==> src/rtl/mme_pkg.sv <==
package mme_pkg;

   localparam int DIM_WIDTH = 4;

   typedef enum logic [1:0] {
      FUNC_LOAD_A = 2'd0,
      FUNC_LOAD_B = 2'd1,
      FUNC_START  = 2'd2,
      FUNC_NONE   = 2'd3
   } func_type;

   localparam logic [1:0] CSR_ROWS_A = 2'd0;
   localparam logic [1:0] CSR_COLS_A = 2'd1;
   localparam logic [1:0] CSR_ROWS_B = 2'd2;
   localparam logic [1:0] CSR_COLS_B = 2'd3;

   typedef struct packed {
      logic clear;
      logic shift;
   } cell_ctl_type;

endpackage

==> src/rtl/mme_mac_cell.sv <==
module mme_mac_cell (
   input  logic                clock,
   input  mme_pkg::cell_ctl_type ctl,
   input  logic                take,
   input  logic [31:0]         a_value,
   input  logic [31:0]         b_value,
   input  logic [31:0]         prev_sum,
   output logic [31:0]         b_pass,
   output logic [31:0]         sum
);
   import mme_pkg::*;

   logic [31:0] prod_ff;
   logic [31:0] prod_in;
   logic [31:0] acc_ff;
   logic [31:0] acc_in;
   logic        take_ff;
   logic [31:0] b_ff;

   assign prod_in = a_value * b_value;

   always_comb begin
      acc_in = acc_ff;
      if (ctl.clear) begin
         acc_in = '0;
      end else if (ctl.shift) begin
         acc_in = prev_sum;
      end else if (take_ff) begin
         acc_in = acc_ff + prod_ff;
      end
   end

   always_ff @(posedge clock) begin
      prod_ff <= prod_in;
      take_ff <= take & ~ctl.clear & ~ctl.shift;
      acc_ff  <= acc_in;
      b_ff    <= b_value;
   end

   assign b_pass = b_ff;
   assign sum    = acc_ff;
endmodule

==> config.mk <==
export PLATFORM = sky130hd
export DESIGN_NAME = mme_mac_cell
export DESIGN_NICKNAME = d
export VERILOG_FILES = /design/src/rtl/mme_pkg.sv /design/src/rtl/mme_mac_cell.sv
export SDC_FILE = /design/constraint.sdc
export NUM_CORES = 1
export LEC_CHECK = 0
export ABC_AREA = 0
export BUFFER_PORTS_ARGS = -buffer_cell sky130_fd_sc_hd__clkbuf_2
export CORE_AREA = 5 5 229 231
export DETAILED_ROUTE_END_ITERATION = 7
export DIE_AREA = 0 0 234 236
export PLACE_DENSITY = 0.66
export SYNTH_ARGS = -nofsm -noshare
export SYNTH_HDL_FRONTEND = slang
export SYNTH_SLANG_ARGS = --single-unit
export TNS_END_PERCENT = 5
==> constraint.sdc <==
create_clock -name clock -period 21.2 [get_ports clock]
set_clock_uncertainty 0.2 [all_clocks]
set_input_delay 3.18 -clock clock [delete_from_list [all_inputs] [get_ports clock]]
set_output_delay 3.18 -clock clock [all_outputs]
set_load 0.02 [all_outputs]
# After elaboration in Yosys (flattened, before gate mapping)

Index checks and enable logic that the tools add are counted.

Logic and storage cells: 13
Output and inout port bits: 64
Input bits: 100
Register bits after elaboration: 97

Bitwise operators: 4
Mux-type cells: 2
Add/subtract/negate cells: 1
Reduce and logical (&&, ||, !) cells: 1
$mul: 1

Operator list:

| kind               | count |
|---|---|
| $mux W32           | 2 |
| $add A32 B32 Y32   | 1 |
| $mul A32 B32 Y32   | 1 |
| $and A1 B1 Y1      | 2 |
| $not A1 Y1         | 2 |
| $reduce_bool A2 Y1 | 1 |

# Longest topological paths before layout

Word-level depth: 3
Gate-level depth with buffers: 28
Depth with buffers taken out: 26

# Worst setup path before layout

No wires, ideal clock.

Kind: input port to flip-flop
Start: input port a_value[13]
End: register prod_ff[31]
Cell stages on the path: 25
Required time: 20.928 ns
Setup slack: 11.336 ns
Arrival time: 9.592 ns
Cell sequence: clkbuf_1 clkbuf_1 nand2_1 fa_1 fa_1 inv_1 fa_1 inv_1 fa_1 inv_1 fa_1 fa_1 fa_1 fa_1 ha_1 and2_1 a221o_1 a21oi_1 o31ai_1 a41oi_1 a21oi_1 nand4_1 nand4b_1 a21oi_1 xnor2_1

Word-level cells in the longest chain between the ends: 1

Ends and longest elaborated chain:

| what                 | RTL line           | RTL |
|---|---|---|
| start, declared      | mme_mac_cell.sv:5  | `input logic [31:0] a_value,` |
| $mul A32 B32 Y32     | mme_mac_cell.sv:20 | `assign prod_in = a_value * b_value;` |
| via prod_in[31]      | mme_mac_cell.sv:14 | `logic [31:0] prod_in;` |
| end signal, assigned | mme_mac_cell.sv:34 | `prod_ff <= prod_in;` |
| end, declared        | mme_mac_cell.sv:13 | `logic [31:0] prod_ff;` |

The timed path passes the listed nets, and every way through them passes these cells.
A chain may end at the register's enable or synchronous reset.

# Worst setup path in the final report

Start: input port b_value[2]
End: register prod_ff[31]

Word-level cells in the longest chain between the ends: 1

Ends and longest elaborated chain:

| what             | RTL line           | RTL |
|---|---|---|
| start, declared  | mme_mac_cell.sv:6  | `input logic [31:0] b_value,` |
| $mul A32 B32 Y32 | mme_mac_cell.sv:20 |  |
| via prod_in[31]  | mme_mac_cell.sv:14 |  |

The timed path passes the listed nets, and every way through them passes these cells.

==> metrics.md <==
| Metric | Value |
|---|---|
| First-pass GRT wire length | `88.60 mm` |
| Layout cells sized above 1 | `8.901%` |
| GR Overflow Total | `0` |
| Hpwl dp | `42.49 mm` |
| CP Max Fanout | `31` |
| Tot GR Track Use | `20.12%` |
| DRC viols | `0` |
| Max-slew violation count | `0` |
| Starting Density | `39.63%` |
| I/O Pins | `164` |
| Antenna violations before repair | `0` |
| Vias | `14654` |
| Post-synth EDFFs | `0` |
| CP Class | `in -> reg` |
| Mapped cell area | `19760 sq um` |
| Slew @ Worst Pin | `956.4 ps` |
| Startpoint Class | `input pin` |
| CP max stage delay | `570 ps` |
| Drt pass-1 iters | `6` |
| Number of setup buffers added after CTS | `0` |
| RSZ-0062 raised after global routing | `no` |
| CP Capture Type | `register` |
| Setup Viol. Count Final | `0` |
| Synth Instances | `2166` |
| #FFs+latches synth | `97` |
| Top_reg_cell synth | `dfxtp_1` |
| CP top delay family | `adder cells` |
| Vias per cell | `5.020` |
| Htree depth | `3` |
| Avg WL per Cell | `18.22 um` |
| Setup tns final | `0 ps` |
| Most frequent CP cell | `fa_1` |
| Synthesized Nets | `2829` |
| Iteration-0 DRC Markers | `832` |
| Fmax | `97.41 MHz` |
| Die width | `234 um` |
| Final WL | `53.17 mm` |
| Routability Congestion | `0.8780` |
| Largest net degree at the start of global routing | `45` |
| Cts hold-fix bufs | `0` |
| Synth unique cells | `66` |
| Die ar. | `55220 sq um` |
| IO buf count | `163` |
| Footprint of the multi-input gates | `15890 sq um` |
| Hold Crit Class | `reg -> reg` |
| Worst hold path depth | `2` |
| Core area | `49860 sq um` |
| Worst endpoint data arrival time | `10310 ps` |
| Critical Path Slowest Stage Cell | `fa_1` |
| WP buf/inv | `5` |
| Hold Vio Cnt, Final | `0` |
| Max_slew headroom | `36.24%` |
| Clock-pin slew on the worst setup and hold paths | `80 ps` |
| Seq. cell area | `1942 sq um` |
| Area grow syn2layout | `8.200%` |
| Worst skew pair latency | `390 ps` |
| Rows | `82` |
| Clock sinks | `97` |
| Final period utilization | `48.42%` |
| CTS tree | `built` |
| Clock root buffer | `clkbuf_16` |
| Yosys synthesis warning count | `0` |
| Status | `completed` |
| # Max-Cap Violations | `0` |
| Vias in the first global route | `16440` |
| Post-route ant nets | `0` |
| TritonCTS Buffers | `9` |
| Final-stage net count | `2905` |
| Max Buffers Root-to-Sink | `2` |
| R2R depth | `13` |
| Crit path depth | `25` |
| Sequential share of the synthesized area | `9.827%` |
| Antenna cells | `0` |
| Fill count | `4963` |
| CP required | `21250 ps` |
| Minimum clock period | `10270 ps` |
| Chip Height | `236 um` |
| Mapped Avg Cell Area | `9.123 sq um` |
| Post-cts resize count | `0` |
| Async SR Flop Fraction | `0%` |
## Yosys cell counts, types with 2 or more instances
library cell | count | share of area [%]
a211o_1 | 4 | 0.18
a211oi_1 | 13 | 0.49
a21boi_0 | 2 | 0.076
a21o_1 | 21 | 0.80
a21oi_1 | 70 | 1.8
a221o_1 | 2 | 0.10
a221oi_1 | 6 | 0.27
a31o_2 | 2 | 0.089
a31oi_1 | 6 | 0.19
a41oi_1 | 2 | 0.089
and2_1 | 273 | 8.6
and3_1 | 6 | 0.19
buf_1 | 3 | 0.057
clkbuf_1 | 99 | 1.9
dfxtp_1 | 97 | 9.8
fa_1 | 409 | 41
ha_1 | 154 | 9.8
inv_1 | 412 | 7.8
mux2_2 | 2 | 0.11
mux2i_1 | 11 | 0.56
nand2_1 | 294 | 5.6
nand2b_1 | 4 | 0.13
nand3_1 | 11 | 0.28
nand4_1 | 4 | 0.13
nor2_1 | 52 | 0.99
nor2b_1 | 7 | 0.22
nor3_1 | 11 | 0.28
o211a_1 | 3 | 0.15
o21a_1 | 9 | 0.34
o21ai_0 | 23 | 0.58
o21bai_1 | 5 | 0.19
o22ai_1 | 2 | 0.063
o31ai_1 | 2 | 0.076
o32ai_1 | 2 | 0.089
or3_1 | 5 | 0.16
xnor2_1 | 86 | 3.8
xor2_1 | 23 | 1.0
## path summary, 6_finish.rpt
kind	startpoint	end	slack, ps
hold / removal	sum[12]$_SDFFE_PP0P_	sum[12]$_SDFFE_PP0P_	390
setup / recovery	b_value[2]	prod_ff[31]$_DFF_P_	10930
hold reg to reg	sum[12]$_SDFFE_PP0P_	sum[12]$_SDFFE_PP0P_	390
setup reg to reg	sum[0]$_SDFFE_PP0P_	sum[24]$_SDFFE_PP0P_	17800
## stage by stage
stage / cells / setup WS [ps] / cell area, sq um / hold WS [ps] / utilization, %
6_report: 2919 / 10930 / 21380 / 388.9 / 42.88
5_1_grt: 2919 / 10530 / 21380 / 427.2 / 42.88
2_1_floorplan: 2166 / 11340 / 19760 / 419.3 / -
3_3_place_gp: 2903 / 10830 / 21060 / 361.2 / 42.24
3_5_place_dp: 2903 / 10550 / 21060 / 382.2 / 42.24
4_1_cts: 2919 / 10990 / 21380 / 394.2 / 42.88
## tightest hold or removal path, cell delays in order, from the launching register on
cell and delay (ps):
dfxtp_1 350, a21oi_1 130, a21oi_1 70
## cell type report
| cell class | count | share of cell area (%) |
|---|---|---|
| multi-input combinational | 1555 | 74.32 |
| timing repair buffer | 167 | 3.956 |
| clock buffer | 9 | 1.053 |
| tap | 672 | 3.933 |
| sequential | 97 | 9.082 |
| inverter | 412 | 7.233 |
| clock inverter | 7 | 0.4272 |
## routing by layer
layer | vias up | track usage (%) | part of all wire (%)
met4 | 0 | 5.214 | 2.2
met2 | 418 | 32.90 | 48
met1 | 7503 | 27.61 | 44
met5 | - | 0 | 0
met3 | 60 | 3.740 | 6.5
li1 | 6673 | - | -
## cell usage in the layout, fill, tap and decap left out, types with 7 or more instances in the layout
cell       netlist  routed
dfxtp_1         97      97
nor2_1          52      52
nor3_1          11      11
and2_1         273     273
o21ai_0         23      23
a21o_1          21      21
nor2b_1          7       7
xor2_1          23      23
o21a_1           9       9
xnor2_1         86      86
fa_1           409     409
inv_1          412     412
clkbuf_16        0       9
clkbuf_2         0     163
mux2i_1         11      11
ha_1           154     154
nand3_1         11      11
nand2_1        294     294
a21oi_1         70      70
a211oi_1        13      13
## cells by family (layout without fill, tap and decap cells)
kind of cell / after synthesis / count (layout) / share of synthesized area, %
flip-flops: 97 / 97 / 9.827
XOR/XNOR: 109 / 109 / 4.831
AND/OR/NAND/NOR: 675 / 675 / 16.97
AO/OA/AOI/OAI: 195 / 195 / 6.750
adder cells (fa/ha/maj): 563 / 563 / 51.19
multiplexers: 13 / 13 / 0.6712
buffers and inverters: 514 / 595 / 9.764
## flip-flops by register name, indices dropped and copies added, names as in the netlist
signal and count:
b_pass 32, sum 32, prod_ff 32, take_ff 1
Power is not shown: default switching activity piles up to over one toggle a cycle in this logic, so the estimate is an artifact.
